**config.mk**
```make
export PLATFORM = sky130hd
export DESIGN_NAME = priority_bitmap_task_scheduler
export DESIGN_NICKNAME = d
export VERILOG_FILES = /design/src/rtl/core/pbts_pkg.sv /design/src/rtl/core/pbts_store.sv /design/src/rtl/core/pbts_ctrl.sv /design/src/rtl/core/priority_bitmap_task_scheduler.sv
export VERILOG_INCLUDE_DIRS = /design/src /design/src/rtl/core
export SDC_FILE = /design/constraint.sdc
export NUM_CORES = 2
export LEC_CHECK = 0
export BUFFER_PORTS_ARGS = -buffer_cell sky130_fd_sc_hd__buf_2
export CORE_MARGIN = 3
export CORE_UTILIZATION = 57
export CTS_BUF_LIST = sky130_fd_sc_hd__clkbuf_16
export CTS_CLUSTER_DIAMETER = 60
export DETAILED_ROUTE_END_ITERATION = 10
export GPL_ROUTABILITY_DRIVEN = 0
export PLACE_DENSITY_LB_ADDON = 0.1
export SLEW_MARGIN = 20
export SYNTH_ARGS = -nofsm -noshare
export SYNTH_HDL_FRONTEND = slang
export SYNTH_SLANG_ARGS = --single-unit
```
**constraint.sdc**
```tcl
create_clock -name i_clk -period 6.5 [get_ports i_clk]
set_clock_uncertainty 0.05 [all_clocks]
set_input_delay 1.3 -clock i_clk [delete_from_list [all_inputs] [get_ports i_clk]]
set_output_delay 1.3 -clock i_clk [all_outputs]
set_load 0.1 [all_outputs]
```
**src/rtl/core/priority_bitmap_task_scheduler_macros.svh**
```systemverilog
// Assertion macros shared by the scheduler RTL.
// Every macro samples on i_clk and is disabled while i_rst_n is low.
`ifndef PRIORITY_BITMAP_TASK_SCHEDULER_MACROS_SVH
`define PRIORITY_BITMAP_TASK_SCHEDULER_MACROS_SVH

`ifndef ASSERT_OFF
// Same-cycle implication
`define PBTS_ASSERT_IMP(lbl, ante, cons, msg) \
    lbl: assert property (@(posedge i_clk) disable iff (!i_rst_n) (ante) |-> (cons)) \
        else $error(msg);
// Next-cycle implication
`define PBTS_ASSERT_NXT(lbl, ante, cons, msg) \
    lbl: assert property (@(posedge i_clk) disable iff (!i_rst_n) (ante) |=> (cons)) \
        else $error(msg);
`else
`define PBTS_ASSERT_IMP(lbl, ante, cons, msg)
`define PBTS_ASSERT_NXT(lbl, ante, cons, msg)
`endif

`endif

```
**src/rtl/core/pbts_pkg.sv**
```systemverilog
package pbts_pkg;

    // Sizing
    localparam int QUEUE_DEPTH = 16;
    localparam int NUM_LEVELS  = 8;

    localparam int IDX_W  = (QUEUE_DEPTH > 1) ? $clog2(QUEUE_DEPTH) : 1;
    localparam int CNT_W  = (QUEUE_DEPTH > 1) ? $clog2(QUEUE_DEPTH + 1) : 1;
    localparam int LVL_W  = $clog2(NUM_LEVELS);
    localparam int ADDR_W = LVL_W + IDX_W;
    localparam int DATA_W = 16;

    // Commands
    localparam logic CMD_ENQ  = 1'b0;
    localparam logic CMD_DISP = 1'b1;

    // Result status codes
    typedef enum logic [2:0] {
        ST_OK        = 3'd0,
        ST_NULL_TASK = 3'd1,
        ST_BAD_PRIO  = 3'd2,
        ST_FULL      = 3'd3,
        ST_NONE      = 3'd4
    } t_status;

    // Access to the task store
    typedef struct packed {
        logic              we;
        logic [ADDR_W-1:0] waddr;
        logic [DATA_W-1:0] wdata;
        logic              re;
        logic [ADDR_W-1:0] raddr;
    } t_mem_req;

    // Decision for the accepted item
    typedef struct packed {
        t_status    status;
        logic       pop;
        logic [3:0] lvl;
    } t_dec;

endpackage

```
**src/rtl/core/pbts_store.sv**
```systemverilog
module pbts_store (
    input  logic                          i_clk,
    input  pbts_pkg::t_mem_req            i_req,
    output logic [pbts_pkg::DATA_W-1:0]   o_rdata
);
    import pbts_pkg::*;

    localparam int MEM_DEPTH = NUM_LEVELS * (2 ** IDX_W);

    // {task_id, event} per entry, row = {level, slot}
    logic [DATA_W-1:0] r_mem [MEM_DEPTH];

    always_ff @(posedge i_clk) begin
        if (i_req.we) begin
            r_mem[i_req.waddr] <= i_req.wdata;
        end
    end

    always_ff @(posedge i_clk) begin
        if (i_req.re) begin
            o_rdata <= r_mem[i_req.raddr];
        end
    end

endmodule

```
**src/rtl/core/pbts_ctrl.sv**
```systemverilog
`include "priority_bitmap_task_scheduler_macros.svh"

module pbts_ctrl (
    input  logic                i_clk,
    input  logic                i_rst_n,
    input  logic                i_accept,
    input  logic                i_cmd,
    input  logic [3:0]          i_prio,
    input  logic [7:0]          i_task_id,
    input  logic [7:0]          i_event_req,
    input  logic [3:0]          i_running_level,
    output pbts_pkg::t_mem_req  o_mem,
    output pbts_pkg::t_dec      o_dec
);
    import pbts_pkg::*;

    // Per-level queue control
    logic [NUM_LEVELS-1:0] r_mask, n_mask;
    logic [IDX_W-1:0]      r_head  [NUM_LEVELS];
    logic [IDX_W-1:0]      n_head  [NUM_LEVELS];
    logic [CNT_W-1:0]      r_count [NUM_LEVELS];
    logic [CNT_W-1:0]      n_count [NUM_LEVELS];

    logic [LVL_W-1:0]      w_enq_q;
    logic                  w_prio_ok;
    logic [3:0]            w_top_lvl;
    logic [LVL_W-1:0]      w_top_q;
    logic [LVL_W-1:0]      w_q;
    logic [IDX_W-1:0]      w_head;
    logic [CNT_W-1:0]      w_count;
    logic                  w_full;
    logic [IDX_W:0]        w_sum;
    logic [IDX_W-1:0]      w_tail;
    logic [IDX_W-1:0]      w_head_inc;
    logic [NUM_LEVELS-1:0] w_nonempty;

    // Enqueue level decode
    assign w_prio_ok = (i_prio != 4'd0) && (i_prio <= 4'(NUM_LEVELS));
    assign w_enq_q   = LVL_W'(i_prio - 4'd1);

    // Highest ready level, 0 when none
    always_comb begin
        w_top_lvl = 4'd0;
        w_top_q   = '0;
        for (int b = 0; b < NUM_LEVELS; b++) begin
            if (r_mask[b]) begin
                w_top_lvl = 4'(b + 1);
                w_top_q   = LVL_W'(b);
            end
        end
    end

    // Selected level's pointers
    assign w_q     = (i_cmd == CMD_ENQ) ? w_enq_q : w_top_q;
    assign w_head  = r_head[w_q];
    assign w_count = r_count[w_q];
    assign w_full  = (w_count == CNT_W'(QUEUE_DEPTH));

    // Tail slot: head + count folded once into the ring
    assign w_sum  = (IDX_W+1)'(w_head) + (IDX_W+1)'(w_count);
    assign w_tail = (w_sum >= (IDX_W+1)'(QUEUE_DEPTH))
                  ? IDX_W'(w_sum - (IDX_W+1)'(QUEUE_DEPTH)) : IDX_W'(w_sum);
    assign w_head_inc = (w_head == IDX_W'(QUEUE_DEPTH - 1)) ? '0 : w_head + 1'b1;

    // Decision and next state
    always_comb begin
        n_mask  = r_mask;
        n_head  = r_head;
        n_count = r_count;
        o_mem   = '0;
        o_dec   = '{status: ST_OK, pop: 1'b0, lvl: 4'd0};
        o_mem.wdata = {i_task_id, i_event_req};
        o_mem.waddr = {w_q, w_tail};
        o_mem.raddr = {w_q, w_head};
        if (i_cmd == CMD_ENQ) begin
            priority if (i_task_id == 8'd0) begin
                o_dec.status = ST_NULL_TASK;
            end else if (!w_prio_ok) begin
                o_dec.status = ST_BAD_PRIO;
            end else if (w_full) begin
                o_dec.status = ST_FULL;
            end else begin
                if (i_accept) begin
                    o_mem.we      = 1'b1;
                    n_count[w_q]  = w_count + 1'b1;
                    n_mask[w_q]   = 1'b1;
                end
            end
        end else begin
            priority if ((w_top_lvl == 4'd0) || (w_top_lvl <= i_running_level)) begin
                o_dec.status = ST_NONE;
            end else if (w_count == '0) begin
                // stale ready bit: drop it
                o_dec.status = ST_NONE;
                if (i_accept) begin
                    n_mask[w_q] = 1'b0;
                end
            end else begin
                o_dec.pop = 1'b1;
                o_dec.lvl = w_top_lvl;
                if (i_accept) begin
                    o_mem.re     = 1'b1;
                    n_head[w_q]  = w_head_inc;
                    n_count[w_q] = w_count - 1'b1;
                    if (w_count == CNT_W'(1)) begin
                        n_mask[w_q] = 1'b0;
                    end
                end
            end
        end
    end

    always_ff @(posedge i_clk) begin
        if (!i_rst_n) begin
            r_mask <= '0;
            for (int l = 0; l < NUM_LEVELS; l++) begin
                r_head[l]  <= '0;
                r_count[l] <= '0;
            end
        end else begin
            r_mask  <= n_mask;
            r_head  <= n_head;
            r_count <= n_count;
        end
    end

    always_comb begin
        for (int l = 0; l < NUM_LEVELS; l++) begin
            w_nonempty[l] = (r_count[l] != '0);
        end
    end

    `PBTS_ASSERT_IMP(a_mask_tracks_count, 1'b1, r_mask == w_nonempty, "ready mask vs fill")
    `PBTS_ASSERT_IMP(a_no_write_when_full, o_mem.we, !w_full, "write into a full queue")
    `PBTS_ASSERT_NXT(a_enq_sets_ready, o_mem.we, r_mask[$past(w_q)], "level not ready")

endmodule

```
**src/rtl/core/priority_bitmap_task_scheduler.sv**
```systemverilog
// Channel  | handshake                   | payload
// ---------+-----------------------------+---------------------------------------------
// input    | i_in_valid / o_in_stall     | i_cmd i_prio i_task_id i_event_req i_running_level
// output   | o_out_valid / i_out_stall   | o_status o_out_task_id o_out_event o_out_prio
//
// One item at a time: accept, then the task store's registered read in S_READ,
// then the result register, which holds the result in S_HOLD while the output is stalled.
// Reset (synchronous, active low) empties every level; the store itself is not cleared.
// While a result is stalled, no new item is accepted.
`include "priority_bitmap_task_scheduler_macros.svh"

module priority_bitmap_task_scheduler (
    input  logic       i_clk,
    input  logic       i_rst_n,
    input  logic       i_in_valid,
    output logic       o_in_stall,
    input  logic       i_cmd,
    input  logic [3:0] i_prio,
    input  logic [7:0] i_task_id,
    input  logic [7:0] i_event_req,
    input  logic [3:0] i_running_level,
    output logic       o_out_valid,
    input  logic       i_out_stall,
    output logic [2:0] o_status,
    output logic [7:0] o_out_task_id,
    output logic [7:0] o_out_event,
    output logic [3:0] o_out_prio
);
    import pbts_pkg::*;

    typedef enum logic [1:0] {
        S_IDLE,
        S_READ,
        S_HOLD
    } t_state;

    t_state             r_state;
    t_dec               r_dec;
    t_mem_req           w_mem;
    t_dec               w_dec;
    logic [DATA_W-1:0]  w_rdata;
    logic               w_accept;

    assign o_in_stall = (r_state != S_IDLE);
    assign w_accept   = i_in_valid && !o_in_stall;

    pbts_ctrl u_ctrl (
        .i_clk           (i_clk),
        .i_rst_n         (i_rst_n),
        .i_accept        (w_accept),
        .i_cmd           (i_cmd),
        .i_prio          (i_prio),
        .i_task_id       (i_task_id),
        .i_event_req     (i_event_req),
        .i_running_level (i_running_level),
        .o_mem           (w_mem),
        .o_dec           (w_dec)
    );

    pbts_store u_store (
        .i_clk   (i_clk),
        .i_req   (w_mem),
        .o_rdata (w_rdata)
    );

    // Sequencer and result register
    always_ff @(posedge i_clk) begin
        if (!i_rst_n) begin
            r_state     <= S_IDLE;
            o_out_valid <= 1'b0;
        end else begin
            unique case (r_state)
                S_IDLE: begin
                    if (w_accept) begin
                        r_dec   <= w_dec;
                        r_state <= S_READ;
                    end
                end
                S_READ: begin
                    o_status      <= r_dec.status;
                    o_out_task_id <= r_dec.pop ? w_rdata[15:8] : 8'd0;
                    o_out_event   <= r_dec.pop ? w_rdata[7:0] : 8'd0;
                    o_out_prio    <= r_dec.lvl;
                    o_out_valid   <= 1'b1;
                    r_state       <= S_HOLD;
                end
                S_HOLD: begin
                    if (!i_out_stall) begin
                        o_out_valid <= 1'b0;
                        r_state     <= S_IDLE;
                    end
                end
                default: begin
                    r_state <= S_IDLE;
                end
            endcase
        end
    end

    `PBTS_ASSERT_IMP(a_valid_in_hold, 1'b1, o_out_valid == (r_state == S_HOLD), "valid out of step")
    `PBTS_ASSERT_NXT(a_accept_reads, w_accept, r_state == S_READ, "accepted item not in flight")
    `PBTS_ASSERT_IMP(a_pop_has_level, o_out_valid && (o_out_task_id != 8'd0), (o_out_prio != 4'd0) && (o_status == ST_OK), "dispatch result without level")

endmodule

```
# Word level (Yosys, flattened, before mapping)
# Memories as Yosys holds them, arrays and structs flattened. A register that Yosys moved wholly into a read port is not among the register bits.
# Index checks and enable logic that the tools add are counted.
dict set report totals {
  word_cells 155
  ram_bits 2048
  input_bits 29
  register_bits 114
  memories 1
  out_inout_bits 25
}
# memory words word_bits rd rd_ports_with_merged_regs wr line_no
set memory_table {}
lappend memory_table {u_store.r_mem 128 16 1 1 1 pbts_store.sv:11} ;# logic [DATA_W-1:0] r_mem [MEM_DEPTH];
dict set report classes {
  mux 73
  n_bitwise 7
  magnitude_cmp 7
  eq_ne 12
  reduce_logical 23
  n_addsub 6
}
# op count
set op_table {}
lappend op_table {{$mux W40} 8}
lappend op_table {{$bwmux W40} 2}
lappend op_table {{$mux W8} 10}
lappend op_table {{$mux W3} 14}
lappend op_table {{$bwmux W32} 1}
lappend op_table {{$mux W4} 6}
lappend op_table {{$mux W5} 4}
lappend op_table {{$bmux W5 S3} 1}
lappend op_table {{$demux W5 S3} 1}
lappend op_table {{$mux W1} 14}
lappend op_table {{$mux W2} 7}
lappend op_table {{$bmux W4 S3} 1}
lappend op_table {{$demux W4 S3} 1}
lappend op_table {{$reduce_and A6 Y1} 2}
lappend op_table {{$ne A2 B2 Y1 const B} 5}
lappend op_table {{$and A8 B8 Y8} 1}
lappend op_table {{$logic_not A8 Y1} 1}
lappend op_table {{$not A8 Y8} 1}
lappend op_table {{$or A8 B8 Y8} 1}
lappend op_table {{$pmux W2 S3} 1}
lappend op_table {{$reduce_and A2 Y1} 3}
lappend op_table {{$reduce_bool A2 Y1} 3}
lappend op_table {{$add A4 B5 Y5} 1}
lappend op_table {{$add A5 B1 Y5 const B} 1}
lappend op_table {{33 further kinds} 38}

# Logic depth before layout (Yosys ltp)
dict set report depth {
  depth_word 19
  mapped_depth 23
  depth_no_buf 16
}

# Modules after synthesis
# A second synthesis with hierarchy kept.
dict set report hier_totals {
  cells_unflattened 3754
  area_unflattened_um2 84780.1
}
# mod area_each_um2 cells_each instances seq_area_each_um2
set modules_own_cells {}
lappend modules_own_cells {pbts_store 78683.0 3086 1 61979.4}
lappend modules_own_cells {pbts_ctrl 4928.5 605 1 1601.5}
lappend modules_own_cells {priority_bitmap_task_scheduler 1168.6 63 1 991.0}

# Worst setup path before layout
# No wires, ideal clock.
dict set report synth_path {
  kind {input port to flip-flop}
  startpoint {input i_prio[0]}
  endpoint {memory u_store.r_mem[75][0] (enable)}
  t_arrival_ns 5.941
  setup_time_ns 0.388
  stages 20
  path_slack_ns 0.120
  t_required_ns 6.062
  path_buffers 6
  cell_sequence {inv_1 > ha_1 > xor2_2 > a2bb2oi_4 > mux2_2 > o211ai_2 > and2_0 > buf_2 > inv_1 > buf_4 > buf_4 > buf_2 > buf_2 > buf_2 > ha_1 > a31oi_1 > o31ai_4 > xor2_4 > nand2_4 > nor2_1}
}
dict set report synth_between {
  elab_chain_len 13
  elab_cells_between_ends 23
  cone_classes {add/sub (3); order compare (2); eq/ne (1); mux (14); bitwise (1); reduce/logical (2)}
}
# item line_no
set synth_rtl {}
lappend synth_rtl {{start: declaration} priority_bitmap_task_scheduler.sv:18} ;# input logic [3:0] i_prio,
lappend synth_rtl {{parallel branches: the longest is 13 deep, another holds $add A4 B5 Y5} -}
lappend synth_rtl {{end: declaration} pbts_store.sv:11}
# Parallel ways; which one is timed is not known. The select of a mux whose other input is x is not followed.

# Worst setup path in the final report
dict set report layout_path {
  startpoint {input i_cmd}
  endpoint {register u_store.o_rdata[12] in the netlist's numbering (read register of u_store.r_mem), data pin}
}
dict set report layout_between {
  elab_chain_len 9
  elab_cells_between_ends 12
  cone_classes {mux (10); bitwise (1); reduce/logical (1)}
}
# item line_no
set layout_rtl {}
lappend layout_rtl {{start: declaration} priority_bitmap_task_scheduler.sv:17} ;# input logic i_cmd,
lappend layout_rtl {{$mux W3} pbts_ctrl.sv:54} ;# assign w_q = (i_cmd == CMD_ENQ) ? w_enq_q : w_top_q;
lappend layout_rtl {{$not A3 Y4 (not written as such)} {pbts_ctrl.sv:55, pbts_ctrl.sv:56}}
lappend layout_rtl {{$bmux W5 S3} pbts_ctrl.sv:56} ;# assign w_count = r_count[w_q];
lappend layout_rtl {{$mux W5 (not written as such) (2 in a row)} pbts_ctrl.sv:56}
lappend layout_rtl {{$logic_not A5 Y1} pbts_ctrl.sv:92} ;# end else if (w_count == '0) begin
lappend layout_rtl {{$mux W1} pbts_ctrl.sv:92}
lappend layout_rtl {{$mux W1} pbts_ctrl.sv:90} ;# priority if ((w_top_lvl == 4'd0) || (w_top_lvl <= i_running_level)) begin
lappend layout_rtl {{$mux W1} pbts_ctrl.sv:75} ;# if (i_cmd == CMD_ENQ) begin
lappend layout_rtl {{end: declaration} pbts_store.sv:4} ;# output logic [pbts_pkg::DATA_W-1:0] o_rdata
# Parallel ways exist; a longest one is shown, timed or not. The select of a mux whose other input is x is not followed.
# A chain may end at the register's enable or synchronous reset.

==> impl_metrics.py <==
metrics = {
    "outcome": {
        "status": "completed",
    },
    "drt": {
        "drt_iter0_drc": 8961,
        "drtPass1Iterations": 8,
        "routed_wl_microns": 288000,
        "avgRoutedWirePerCell_microns": 35.6,
        "routed_via_density": 6.87,
        "vias": 55500,
        "post-route-drc-count": 0,
        "ant_nets": 0,
    },
    "min_path": {
        "min_path_type": "flop to flop",
        "min_from": "r_dec[1]",
    },
    "clock_network": {
        "cts.reportedPaths.clkPinSlew_ns": 0.06,
        "numCtsBuffers": 215,
        "cts_resized": 0,
        "worst_skew_pair.late_latency_ns": 0.85,
        "cts_max_path_buffers": 3,
        "cts_root_buf": "clkbuf_16",
        "cts_hold_buf": 0,
        "htreeDepth": 4,
        "post_cts_buffers": 0,
        "cts_tree": "done",
        "clock_sinks": 2178,
    },
    "setup_path": {
        "cp_cell_sequence": "buf_2 > or4b_4 > o22ai_4 > a21oi_2 > a32oi_4 > nand3_4 > buf_12 > inv_8 > buf_12 > buf_12 > mux2i_1 > o2111a_1 > nor4_1 > nand4_1",
        "crit_slowest_cell": "nor4_1",
        "critical_path_class": "input port to flop",
        "crit_path_frequent_cell": "buf_12",
        "crit_path_start_kind": "input port",
        "critPathArrivalTime_ns": 6.23,
        "cp.required_ns": 7.02,
        "startpoint": "i_cmd",
        "crit_fanout": 75,
        "critPathMaxStageDelay_ns": 0.92,
        "endpoint_kind": "flop",
    },
    "global_route": {
        "grt-ovfl-total": 0,
        "grt_use_met3": 0.122,
        "grt_pass1_vias": 52100,
        "top_usage_layer": "met2",
        "grt_pass1_wl_microns": 402000,
        "grt.total_usage": 0.356,
        "antenna_found_initial": 23,
        "use_met1": 0.484,
        "gr-usage-met2": 0.514,
        "grt_max_degree": 129,
    },
    "floorplanning": {
        "die_y_microns": 400,
        "ioPinCount": 54,
        "core-area_sq_um": 154000,
        "die_x_microns": 400,
        "die_area_sq_um": 160000,
        "rows": 144,
        "initial_utilization": 0.574,
    },
    "place": {
        "pre_cts_ws_ns": 0.193,
        "numPortBuffers": 53,
        "dpl.hpwl_microns": 186000,
    },
    "synth": {
        "syn_nets": 5588,
        "synth.avg_cell_area_sq_um": 16.0,
        "synth_top_area_share": 0.709,
        "synth_area_sq_um": 88700,
        "ys_ff_latch": 2178,
        "synth_top_cell_by_area": "edfxtp_1",
        "syn_inst": 5548,
        "yosysSeqAreaShare": 0.728,
        "synth_warnings": 0,
        "ys_top_cells_by_area": "edfxtp_1 71%, mux4_2 4.5%, mux2i_1 3.6%, nand2_1 2.1%, dfxtp_1 1.9%",
        "ys.flop_type": "edfxtp_1",
        "synth-edff-count": 2095,
        "synth_cell_types": 98,
        "synthArstFlopShare": 0,
    },
    "sta": {
        "holdWs_ns": 0.365,
        "postLayoutSetupSlackWorst_ns": 0.791,
        "rsz0062_at_grt": "no",
        "fin_crit_sh": 0.878,
        "setup_viol_count_final": 0,
        "finalSetupTns_ns": 0,
        "finalCriticalPeriod_ns": 5.71,
        "slew_headroom": 0.150,
        "slew_viol_final": 0,
        "finalHoldViolCount": 0,
        "max_freq_mhz": 175,
        "worst_pin_slew_ns": 1.24,
    },
    "cells_and_area": {
        "area_growth_syn_to_layout_pct": 13.2,
        "final_cell_mix": "2095 x edfxtp_1, 495 x nand2_1, 372 x buf_4, 318 x mux2i_1, 311 x nand3_1",
        "final_common_cell": "edfxtp_1",
        "nets": 5883,
        "fin_util": 0.650,
        "drive_gt1_frac": 0.176,
    },
    "power": {
        "combPwrFrac": 0.147,
        "p_leak_nw": 33.5,
        "p_int_mw": 23.6,
        "p_clk_frac": 0.373,
        "p_seq_frac": 0.480,
        "p_sw_frac": 0.267,
        "ir_worst_vdd_uv": 324,
        "p_sw_mw": 8.59,
        "power_mw": 32.2,
        "cellPowerDensity_nw_per_um2": 321,
    },
    "run": {
        "maxCapViolCount": 0,
    },
}
## critical path: cells and delay by family
kind	cells	cell delay, ns
buffers and inverters	5	1.40
and+or+nand+nor	4	1.77
muxes	1	0.22
AOI/OAI and AO/OA	4	1.35
## worst paths after layout
| check | end | slack (ns) | depth (start not counted) |
|---|---|---|---|
| min | o_out_prio[1] | 0.36 | 0 |
| max | u_store.o_rdata[12] | 0.79 | 14 |
| min reg2reg | o_out_prio[1] | 0.36 | 0 |
| max reg2reg | u_store.o_rdata[12] | 1.09 | 13 |
## cell usage after synthesis, types with 18 or more instances
| master | n |
|---|---|
| o2111ai_1 | 117 |
| a21boi_0 | 18 |
| mux2i_1 | 318 |
| clkbuf_1 | 191 |
| nor2_1 | 190 |
| o211ai_1 | 19 |
| buf_6 | 19 |
| dfxtp_1 | 83 |
| and4_1 | 69 |
| and3_1 | 23 |
| and2_1 | 19 |
| a221o_1 | 33 |
| nor4_1 | 39 |
| a21oi_1 | 85 |
| buf_4 | 31 |
| nand3_1 | 312 |
| buf_2 | 110 |
| a41oi_1 | 51 |
| o21ai_0 | 101 |
| a2111oi_0 | 63 |
| mux2_2 | 32 |
| edfxtp_1 | 2095 |
| o2111a_1 | 27 |
| a211oi_1 | 78 |
| a31oi_1 | 29 |
| a32o_1 | 21 |
| a211o_1 | 37 |
| inv_1 | 206 |
| nand4_1 | 138 |
| nand2_1 | 495 |
| buf_1 | 25 |
| mux4_2 | 178 |
## power by group through the flow
stage | Sequential (mW) | Clock (mW) | Combinational (mW)
3_3_place_gp | 15.7 | 0 | 4.58
2_1_floorplan | 15.8 | 0 | 2.63
4_1_cts | 15.4 | 12.1 | 4.63
6_report | 15.4 | 12.0 | 4.74
5_1_grt | 15.4 | 12.7 | 4.88
3_5_place_dp | 15.7 | 0 | 4.61
## registers in the layout (all words and copies together) (netlist names), named ones only
register         flops
r_state              2
u_ctrl.r_head       32
o_out_task_id        8
u_ctrl.r_count      32
o_out_event          8
u_store.r_mem     2048
r_dec                8
o_out_prio           4
u_store.o_rdata     16
o_status             3
o_out_valid          1
## metrics by stage
stage	cell area [sq um]	cells
final	100000	8076
after floorplan	88700	5548
after CTS	100000	8062
after global placement	93500	7669
after detailed placement	93500	7670
after global routing	100000	8062
## logic make-up after synthesis
| kind of cell | Yosys count | share of synthesized area |
|---|---|---|
| muxes | 529 | 0.0853 |
| and+or+nand+nor | 1383 | 0.0777 |
| buffers and inverters | 592 | 0.0304 |
| AOI/OAI and AO/OA | 841 | 0.0751 |
| DFF | 2178 | 0.728 |
| adders and majority gates | 11 | 0.00155 |
| xor gates and xnor gates | 14 | 0.00185 |
## area by class of cell
class                      instances  area [sq um]
inverter                         210           820
clock inverter                   171          1250
timing repair buffer             460          4010
clock buffer                     221          5530
antenna                           14          35.0
sequential                      2178         64600
fill                           10800         54100
multi-input combinational       2778         21600
tap                             2044          2560
## routing by layer
layer | vias up | routed length [microns]
met5 | - | 77
met4 | 12 | 16700
met3 | 662 | 40000
met2 | 3996 | 126000
met1 | 28100 | 105000
li1 | 22800 | -
Note: power is estimated with default switching activity, not from simulation.
